File: src/hdl/tlbsc_pkg.sv
package tlbsc_pkg;

    localparam int INDEX_BITS  = 4;
    localparam int PAGE_BITS   = 20;
    localparam int FRAME_BITS  = 20;
    localparam int ENTRIES     = 1 << INDEX_BITS;

    localparam int OFFSET_BITS = 16;
    localparam int ADDR_BITS   = 36;
    localparam int SLOT_BITS   = 4;
    localparam int SHIFT_BITS  = 5;
    localparam logic [SHIFT_BITS-1:0] SHIFT_RESET = 5'd12;

    // broadcast to every cell for the access in flight
    typedef struct packed {
        logic                  acc;
        logic                  wr;
        logic [PAGE_BITS-1:0]  page;
        logic [FRAME_BITS-1:0] walk;
        logic                  any_hit;
        logic                  any_inv;
        logic                  any_unused;
    } ctl_t;

    // rippled from cell i to cell i+1
    typedef struct packed {
        logic                  hit;
        logic                  inv;
        logic                  unused;
        logic [INDEX_BITS-1:0] slot;
        logic [FRAME_BITS-1:0] frame;
    } chain_t;

    typedef struct packed {
        logic hit_sel;
        logic victim;
        logic valid;
    } stat_t;

endpackage

File: src/hdl/tlb_lookup_second_chance.sv
// The result of an accepted word is registered in the output register.
// Throughput: one word per cycle while the output register is empty or being taken;
// lookup, victim choice and sweep ripple along the row of 16 entry cells within the accepting cycle.
// in_ready stays high while the output register is empty or being taken.
// Reset (rst_n, async, low) clears valid/used/dirty bits and the output valid,
// and sets page_shift to 12; page and frame storage is not reset.
module tlb_lookup_second_chance (
    input  logic                              clk,
    input  logic                              rst_n,
    input  logic                              cfg_we,
    input  logic [tlbsc_pkg::SHIFT_BITS-1:0]  cfg_wdata,
    input  logic                              in_valid,
    output logic                              in_ready,
    input  logic [tlbsc_pkg::PAGE_BITS-1:0]   virt_page,
    input  logic [tlbsc_pkg::OFFSET_BITS-1:0] page_offset,
    input  logic                              is_write,
    input  logic [tlbsc_pkg::FRAME_BITS-1:0]  walk_frame,
    output logic                              out_valid,
    input  logic                              out_ready,
    output logic [tlbsc_pkg::ADDR_BITS-1:0]   phys_addr,
    output logic                              hit,
    output logic [tlbsc_pkg::SLOT_BITS-1:0]   slot,
    output logic                              pt_mark_dirty,
    output logic                              pt_count_use
);

    logic [tlbsc_pkg::SHIFT_BITS-1:0] page_shift_reg;
    logic                             out_valid_reg, out_valid_next;
    logic [tlbsc_pkg::ADDR_BITS-1:0]  phys_addr_reg, phys_addr_next;
    logic                             hit_reg;
    logic [tlbsc_pkg::SLOT_BITS-1:0]  slot_reg, slot_next;
    logic                             dirty_reg;

    logic                             acc;
    tlbsc_pkg::ctl_t                  ctl;
    tlbsc_pkg::chain_t                chain [tlbsc_pkg::ENTRIES+1];
    tlbsc_pkg::stat_t                 stat  [tlbsc_pkg::ENTRIES];
    logic [tlbsc_pkg::ENTRIES-1:0]    hit_vec;
    logic [tlbsc_pkg::ENTRIES-1:0]    victim_vec;
    logic [tlbsc_pkg::ENTRIES-1:0]    valid_vec;
    logic [tlbsc_pkg::FRAME_BITS-1:0] frame;

    assign in_ready = !out_valid_reg || out_ready;
    assign acc      = in_valid && in_ready;

    assign chain[0] = '0;

    always_comb
    begin
        ctl.acc        = acc;
        ctl.wr         = is_write;
        ctl.page       = virt_page;
        ctl.walk       = walk_frame;
        ctl.any_hit    = chain[tlbsc_pkg::ENTRIES].hit;
        ctl.any_inv    = chain[tlbsc_pkg::ENTRIES].inv;
        ctl.any_unused = chain[tlbsc_pkg::ENTRIES].unused;
    end

    for (genvar i = 0; i < tlbsc_pkg::ENTRIES; i++)
    begin : g_cell
        tlbsc_cell u_cell (
            .clk       (clk),
            .rst_n     (rst_n),
            .idx       (tlbsc_pkg::INDEX_BITS'(i)),
            .ctl       (ctl),
            .chain_in  (chain[i]),
            .chain_out (chain[i+1]),
            .stat      (stat[i])
        );
        assign hit_vec[i]    = stat[i].hit_sel;
        assign victim_vec[i] = stat[i].victim;
        assign valid_vec[i]  = stat[i].valid;
    end

    assign frame = ctl.any_hit ? chain[tlbsc_pkg::ENTRIES].frame : walk_frame;

    assign phys_addr_next = (tlbsc_pkg::ADDR_BITS'(frame) << page_shift_reg)
                          | tlbsc_pkg::ADDR_BITS'(page_offset);
    assign slot_next      = tlbsc_pkg::SLOT_BITS'(chain[tlbsc_pkg::ENTRIES].slot);
    assign out_valid_next = acc || (out_valid_reg && !out_ready);

    always_ff @(posedge clk or negedge rst_n)
    begin
        if (!rst_n)
        begin
            page_shift_reg <= tlbsc_pkg::SHIFT_RESET;
            out_valid_reg  <= 1'b0;
        end
        else
        begin
            if (cfg_we)
                page_shift_reg <= cfg_wdata;
            out_valid_reg <= out_valid_next;
        end
    end

    always_ff @(posedge clk)
    begin
        if (acc)
        begin
            phys_addr_reg <= phys_addr_next;
            hit_reg       <= ctl.any_hit;
            slot_reg      <= slot_next;
            dirty_reg     <= is_write;
        end
    end

    assign out_valid     = out_valid_reg;
    assign phys_addr     = phys_addr_reg;
    assign hit           = hit_reg;
    assign slot          = slot_reg;
    assign pt_mark_dirty = dirty_reg;
    assign pt_count_use  = hit_reg;

    a_one_hit: assert property (@(posedge clk) disable iff (!rst_n)
        $onehot0(hit_vec))
        else $error("more than one entry selected as hit");

    a_one_victim: assert property (@(posedge clk) disable iff (!rst_n)
        (acc && !ctl.any_hit) |-> $onehot(victim_vec))
        else $error("miss without exactly one victim");

    a_no_victim_on_hit: assert property (@(posedge clk) disable iff (!rst_n)
        ctl.any_hit |-> (victim_vec == '0))
        else $error("victim chosen on a hit");

    a_fill_valid: assert property (@(posedge clk) disable iff (!rst_n)
        (acc && !ctl.any_hit) |=> (valid_vec == ($past(valid_vec) | $past(victim_vec))))
        else $error("filled entry not valid after miss");

endmodule

File: src/hdl/tlbsc_cell.sv
module tlbsc_cell (
    input  logic                            clk,
    input  logic                            rst_n,
    input  logic [tlbsc_pkg::INDEX_BITS-1:0] idx,
    input  tlbsc_pkg::ctl_t                 ctl,
    input  tlbsc_pkg::chain_t               chain_in,
    output tlbsc_pkg::chain_t               chain_out,
    output tlbsc_pkg::stat_t                stat
);

    logic                             valid_reg, valid_next;
    logic                             used_reg, used_next;
    logic                             dirty_reg, dirty_next;
    logic [tlbsc_pkg::PAGE_BITS-1:0]  page_reg;
    logic [tlbsc_pkg::FRAME_BITS-1:0] frame_reg;

    logic match;
    logic hit_sel;
    logic inv_sel;
    logic unused_sel;
    logic victim;
    logic swept;

    assign match      = valid_reg && (page_reg == ctl.page);
    assign hit_sel    = match && !chain_in.hit;
    assign inv_sel    = !valid_reg && !chain_in.inv;
    assign unused_sel = !used_reg && !chain_in.unused;

    // no free entry: first clear used bit wins, else entry 0
    always_comb
    begin
        victim = 1'b0;
        if (!ctl.any_hit)
        begin
            priority if (ctl.any_inv)
                victim = inv_sel;
            else if (ctl.any_unused)
                victim = unused_sel;
            else
                victim = (idx == '0);
        end
    end

    // cells ahead of the first clear used bit lose their second chance
    assign swept = !ctl.any_hit && !ctl.any_inv && !chain_in.unused;

    always_comb
    begin
        chain_out.hit    = chain_in.hit | match;
        chain_out.inv    = chain_in.inv | !valid_reg;
        chain_out.unused = chain_in.unused | !used_reg;
        chain_out.slot   = chain_in.slot | ((hit_sel || victim) ? idx : '0);
        chain_out.frame  = chain_in.frame | (hit_sel ? frame_reg : '0);
    end

    always_comb
    begin
        valid_next = valid_reg;
        used_next  = used_reg;
        dirty_next = dirty_reg;
        if (ctl.acc)
        begin
            priority if (hit_sel)
            begin
                used_next = 1'b1;
                if (ctl.wr)
                    dirty_next = 1'b1;
            end
            else if (victim)
            begin
                valid_next = 1'b1;
                used_next  = 1'b1;
                dirty_next = ctl.wr;
            end
            else if (swept)
                used_next = 1'b0;
        end
    end

    always_ff @(posedge clk or negedge rst_n)
    begin
        if (!rst_n)
        begin
            valid_reg <= 1'b0;
            used_reg  <= 1'b0;
            dirty_reg <= 1'b0;
        end
        else
        begin
            valid_reg <= valid_next;
            used_reg  <= used_next;
            dirty_reg <= dirty_next;
        end
    end

    always_ff @(posedge clk)
    begin
        if (ctl.acc && victim)
        begin
            page_reg  <= ctl.page;
            frame_reg <= ctl.walk;
        end
    end

    assign stat.hit_sel = hit_sel;
    assign stat.victim  = victim;
    assign stat.valid   = valid_reg;

endmodule

File: config.mk
export PLATFORM = sky130hd
export DESIGN_NAME = tlb_lookup_second_chance
export DESIGN_NICKNAME = d
export VERILOG_FILES = /design/src/hdl/tlbsc_pkg.sv /design/src/hdl/tlb_lookup_second_chance.sv /design/src/hdl/tlbsc_cell.sv
export SDC_FILE = /design/constraint.sdc
export NUM_CORES = 1
export LEC_CHECK = 0
export BUFFER_PORTS_ARGS = -buffer_cell sky130_fd_sc_hd__buf_2
export CAP_MARGIN = 0
export CORE_MARGIN = 2
export CORE_UTILIZATION = 53
export CTS_CLUSTER_SIZE = 14
export DETAILED_ROUTE_END_ITERATION = 12
export GPL_TIMING_DRIVEN = 1
export PLACE_DENSITY = 0.81
export SLEW_MARGIN = 5
export SYNTH_ARGS = -nofsm -noshare
export SYNTH_HDL_FRONTEND = slang
export SYNTH_SLANG_ARGS = --single-unit
export TNS_END_PERCENT = 1
File: constraint.sdc
create_clock -name clk -period 10.3 [get_ports clk]
set_clock_uncertainty 0.2 [all_clocks]
set_input_delay 2.06 -clock clk [delete_from_list [all_inputs] [get_ports clk]]
set_output_delay 2.06 -clock clk [all_outputs]
set_load 0.005 [all_outputs]
## Word-level counts from Yosys, hierarchy flattened

Index checks and enable logic that the tools add are counted.
Widths: inputs -> output; s select.

| cells by class | value |
|---|---|
| eq/ne operators | 16 |
| shift operators | 1 |
| muxes and demuxes | 128 |
| bitwise gates (word level) | 91 |
| reduce and logical (&&, ||, !) cells | 239 |

Operators by type and width:

| cell | number |
|---|---|
| $mux 20 | 17 |
| $eq 20x20->1 | 16 |
| $or 20x20->20 | 15 |
| $mux 1 | 97 |
| $logic_and 1x1->1 | 95 |
| $logic_not 1->1 | 79 |
| $or 4x4->4 | 13 |
| $reduce_and 3->1 | 16 |
| $reduce_bool 3->1 | 16 |
| $or 1x1->1 | 45 |
| $or 36x16->36 | 1 |
| $shl 20x5->36 | 1 |
| $mux 4 | 8 |
| $reduce_and 2->1 | 16 |
| $logic_or 1x1->1 | 17 |
| $not 1->1 | 16 |
| $mux 3 | 4 |
| $mux 2 | 2 |
| $or 1x4->4 | 1 |

| word-level totals | value |
|---|---|
| register bits | 720 |
| output and inout bits | 45 |
| word-level logic and storage cells | 545 |

## Longest topological paths before layout

| depth | value |
|---|---|
| word-level depth | 35 |
| mapped depth | 19 |
| depth with buffers taken out | 14 |

## Modules after synthesis

Synthesis repeated with hierarchy kept, for this count alone.

| unflattened totals | value |
|---|---|
| cell total of the unflattened synthesis | 3033 |
| area total of the unflattened synthesis | 38405.6 um^2 |

Modules (own cells, without submodules):

| module | instances | cells an instance | area an instance (um^2) |
|---|---|---|---|
| tlbsc_cell | 16 | 171 | 2163.3 |
| tlb_lookup_second_chance | 1 | 297 | 3792.4 |

## Least setup slack after synthesis

No wires, ideal clock.

| path | value |
|---|---|
| path type | in2reg |
| start | input virt_page[18] (netlist bit) |
| end | register g_cell[4].u_cell.frame_reg[0] (netlist bit) (enable) |
| library setup time | 0.489 ns |
| arrival time | 7.528 ns |
| required time | 9.611 ns |
| slack | 2.083 ns |
| stages on the path | 15 |
| buffers on the path | 6 |
| path through | buf_2 buf_2 xnor2_1 nand4_1 nor2_1 clkbuf_1 a22o_1 nor3_2 nand2_1 nor2_1 inv_2 clkbuf_1 buf_2 buf_1 nor3_1 |

RTL lines:

| what | RTL line | text |
|---|---|---|
| start, declared | tlb_lookup_second_chance.sv:14 | `input logic [tlbsc_pkg::PAGE_BITS-1:0] virt_page,` |
| end signal, assigned | tlbsc_cell.sv:101 | `frame_reg <= ctl.walk;` |
| end, declared | tlbsc_cell.sv:15 | `logic [tlbsc_pkg::FRAME_BITS-1:0] frame_reg;` |

## Final worst setup path

| path | value |
|---|---|
| start | input virt_page[17] (netlist bit) |
| end | register phys_addr_reg, in the netlist phys_addr[17] (data pin) |

| between the ends | value |
|---|---|
| cells in the longest elaborated chain, start to end | 23 |
| elaborated cells on any way between the ends | 111 |
| those cells by class | eq/ne (16); shift (1); mux (17); bitwise (31); reduce/logical (46) |

Ends and longest elaborated chain:

| what | RTL line | text |
|---|---|---|
| $eq 20x20->1 | tlbsc_cell.sv:24 | `assign match = valid_reg && (page_reg == ctl.page);` |
| $logic_and 1x1->1 | tlbsc_cell.sv:24 |  |
| $logic_not 1->1 or $or 1x1->1 (tied branches) | tlbsc_cell.sv:25, tlbsc_cell.sv:49 |  |
| $logic_and 1x1->1 (tied with other cells) | tlbsc_cell.sv:25 | `assign hit_sel = match && !chain_in.hit;` |
| $mux 20 (tied with other cells) | tlbsc_cell.sv:53 | `chain_out.frame = chain_in.frame \| (hit_sel ? frame_reg : '0);` |
| $or 20x20->20 (tied with other cells) (13 in series) | tlbsc_cell.sv:53 |  |
| $or 20x20->20 or $mux 20 (tied branches) | tlbsc_cell.sv:53 |  |
| $or 20x20->20 | tlbsc_cell.sv:53 |  |
| $mux 20 * | tlb_lookup_second_chance.sv:75 | `assign frame = ctl.any_hit ? chain[tlbsc_pkg::ENTRIES].frame : walk_frame;` |
| $shl 20x5->36 * | tlb_lookup_second_chance.sv:77 | `assign phys_addr_next = (tlbsc_pkg::ADDR_BITS'(frame) << page_shift_reg)` |
| $or 36x16->36 * | tlb_lookup_second_chance.sv:78 | `\| tlbsc_pkg::ADDR_BITS'(page_offset);` |
| via phys_addr_next (one bit) | tlb_lookup_second_chance.sv:29 | `logic [tlbsc_pkg::ADDR_BITS-1:0] phys_addr_reg, phys_addr_next;` |
| end signal, assigned | tlb_lookup_second_chance.sv:101 | `phys_addr_reg <= phys_addr_next;` |
| end, declared | tlb_lookup_second_chance.sv:29 |  |

Mark *: on every way through the listed nets, which the timed path passes. The rest lies on a longest branch.
A chain may end at the register's enable or synchronous reset.

==> flow_summary_export.csv <==
group,metric,value,unit
setup_path,r2r-start,"g_cell[14].u_cell.page_reg[17]",
global_route,grt_usage,30.3,%
clock_network,clk_pin_slew,0.06,ns
route,wl_per_cell,28.7,um
synth,ys_async_sr_fraction,5.28,%
route,vias_per_cell,6.78,
clock_network,clock_latency,0.64,ns
sta,grt_setup_unrepaired,"false",
die,pin_count,112,
global_route,grt-busiest-layer,"met2",
sta,fin_crit,7.99,ns
layout,drive_above_1_share,13.7,%
clock_network,h-tree-depth,3,
layout,layout_commonest_cell,"edfxtp_1",
sta,slew_violations,0,
pwr,p_comb_share,10.3,%
setup_path,cp_slowest_cell,"nor2_1",
global_route,overflow,0,
pwr,ir_drop,0.164,mV
sta,hold_viol,0,
global_route,grt_pass1_vias,21829,
synth,yosys_warnings,0,
clock_network,cts_tree,"done",
setup_path,cp-end-kind,"register",
min_path,min_path_type,"register to register",
synth,ys_types,90,
setup_path,worstPathArrival,8.15,ns
setup_path,crit_top_cell,"nor2_1",
sta,worst_pin_slew,1.34,ns
clock_network,post_cts_resized,0,
route,wirelength,95000,um
die,coreArea,0.0602,mm^2
setup_path,startpoint,"virt_page[17]",
pwr,power_frac_clock,37.7,%
sta,max_slew_margin,10.1,%
global_route,grt_use_met3,7.09,%
clock_network,cts-root-buf,"clkbuf_16",
clock_network,cts.sinks,720,
route,first_iter_violations,3591,
die,initial_core_util,53.5,%
synth,synthCells,2339,
layout,regArea,0.0214,mm^2
setup_path,cp-start-kind,"primary input",
setup_path,cp.required,10.46,ns
layout,fillers,4496,
setup_path,worstPathCellList,"buf_2 > xor2_1 > nor4_1 > nand4_1 > nor2_1 > nor3b_1 > nand2_1 > nor2_1 > inv_2 > nor2_1 > or3_1 > o32a_1 > o311a_1 > and3_1 > o32ai_1",
min_path,worstHoldPathCells,2,
clock_network,hold_buffers,0,
die,placementRows,90,
clock_network,postCtsSetupBuffers,0,
layout,layout_common_cells,"682 x edfxtp_1, 231 x xnor2_1, 128 x nand2_1",
global_route,use_met1,41.7,%
pwr,p_int,5.08,mW
synth,synth_edf_count,682,
setup_path,critPathMaxFanout,44,
route,drc,0,
clock_network,cts_buffer_depth,3,
pwr,pwr_density_cell,189,mW/mm^2
placed_design,io_buffer_count,111,
pwr,leakagePower,11.5,nW
sta,period_share,77.5,%
layout,nets,2530,
setup_path,criticalPathCategory,"primary input to register",
layout,syn_to_final_growth,11.4,%
global_route,met2_usage,45.3,%
route,antenna_left,0,
setup_path,r2r_cells,14,
placed_design,gp_congestion,0.954,
route,drtPass1Iterations,6,
pwr,seqPwrFrac,52.0,%
global_route,grt_pass1_wl,141000,um
die,die_area,0.0629,mm^2
synth,synth_seq_area_share,66.4,%
clock_network,cts_made_buffers,74,
global_route,grt_max_degree,49,
synth,synth_nets,2406,
setup_path,crit_end,"phys_addr[17]",
placed_design,dp_hpwl,63400,um
sta,finalSetupTns,0,ns
setup_path,r2r_end,"phys_addr[17]",
pwr,switching_share,25.4,%
synth,mappedNetlistArea,0.0323,mm^2
pwr,switchingPower,1.73,mW
synth,avgSynthCellArea,13.8,um^2
setup_path,regToRegSetupSlack,4.13,ns
global_route,antenna_found_initial,2,
synth,ys_seq_elements,720,
die,die_width,251,um
synth,ys.flop_type,"edfxtp_1",
route,num_vias,22425,
die,chipHeight,251,um
sta,finalSetupViolCount,0,
sta,finalHoldWorstSlack,0.332,ns
setup_path,critPathMaxStageDelay,1.01,ns
run,drv_cap,0,
layout,multi_input_area,0.0102,mm^2
sta,max_freq,125,MHz
status,run_status,"completed",
==> logic make-up after synthesis <==
logic type,after synthesis,synth area share (%)
AOI/OAI and AO/OA,401,9.50
xor gates and xnor gates,322,8.74
buffers and inverters,134,2.16
DFF,720,66.4
muxes,13,0.605
and+or+nand+nor,749,12.5
==> synth_stat cells, types with 28 or more instances <==
cell / count / share of area [%]
nor3_1: 42 / 0.65
or2_2: 28 / 0.54
nor2_1: 124 / 1.4
a21oi_1: 37 / 0.57
nand2_1: 128 / 1.5
nand4_1: 95 / 1.8
xnor2_1: 231 / 6.3
edfxtp_1: 682 / 63
xor2_1: 91 / 2.5
nor4_1: 46 / 0.89
dfrtp_1: 36 / 2.8
nand3_1: 123 / 1.9
and3_1: 34 / 0.66
or3_1: 28 / 0.54
clkbuf_1: 54 / 0.63
o21ai_0: 67 / 1.0
==> how the worst min path moves through the flow <==
stage,start,endpoint,slack (ns)
4_1_cts,out_valid,out_valid,0.34
3_5_place_dp,out_valid,out_valid,0.32
5_1_grt,out_valid,out_valid,0.35
2_1_floorplan,g_cell[9].u_cell.valid_reg,g_cell[9].u_cell.valid_reg,0.29
3_3_place_gp,g_cell[15].u_cell.used_reg,g_cell[15].u_cell.used_reg,0.31
6_report,out_valid,out_valid,0.33
==> stage by stage <==
step                      setup WS, ns  std cells  power, mW  cell area [um^2]  util, %
final                             2.31       3306       6.81             35900     59.7
after global routing              2.17       3306       7.00             35900     59.7
after CTS                         2.61       3305       6.81             35900     59.6
after detailed placement          1.96       3169       4.28             33700     55.9
after global placement            2.03       3169       4.26             33700     55.9
after floorplan                   2.08       2339       3.99             32300        -
==> critical path, delay by kind of cell <==
| family | cells | cell delay (ns) |
|---|---|---|
| AOI/OAI and AO/OA | 3 | 0.86 |
| xor gates and xnor gates | 1 | 0.16 |
| buffers and inverters | 2 | 1.42 |
| and+or+nand+nor | 9 | 3.57 |
==> per-layer routing <==
metal  up-vias  part of all wire, %
met5         -                0.070
met3       318                   13
met2      1704                   44
met1     10966                   37
met4         4                  5.6
li1       9433                    -
==> area by class of cell <==
class / count / area share, %
Tap cell: 782 / 2.72
Sequential cell: 720 / 59.6
Clock buffer: 96 / 5.38
Timing Repair Buffer: 158 / 2.53
Inverter: 24 / 0.251
Clock inverter: 40 / 0.947
Antenna cell: 1 / 0.00696
Multi-Input combinational cell: 1485 / 28.5
==> power groups by stage <==
stage               combinational (mW)  sequential, mW  clock (mW)
floorplan                        0.432            3.55           0
global placement                 0.670            3.59           0
detailed placement               0.683            3.60           0
CTS                              0.687            3.54        2.59
global route                     0.753            3.55        2.69
finish                           0.701            3.54        2.57
(Power assumes the default switching activity.)
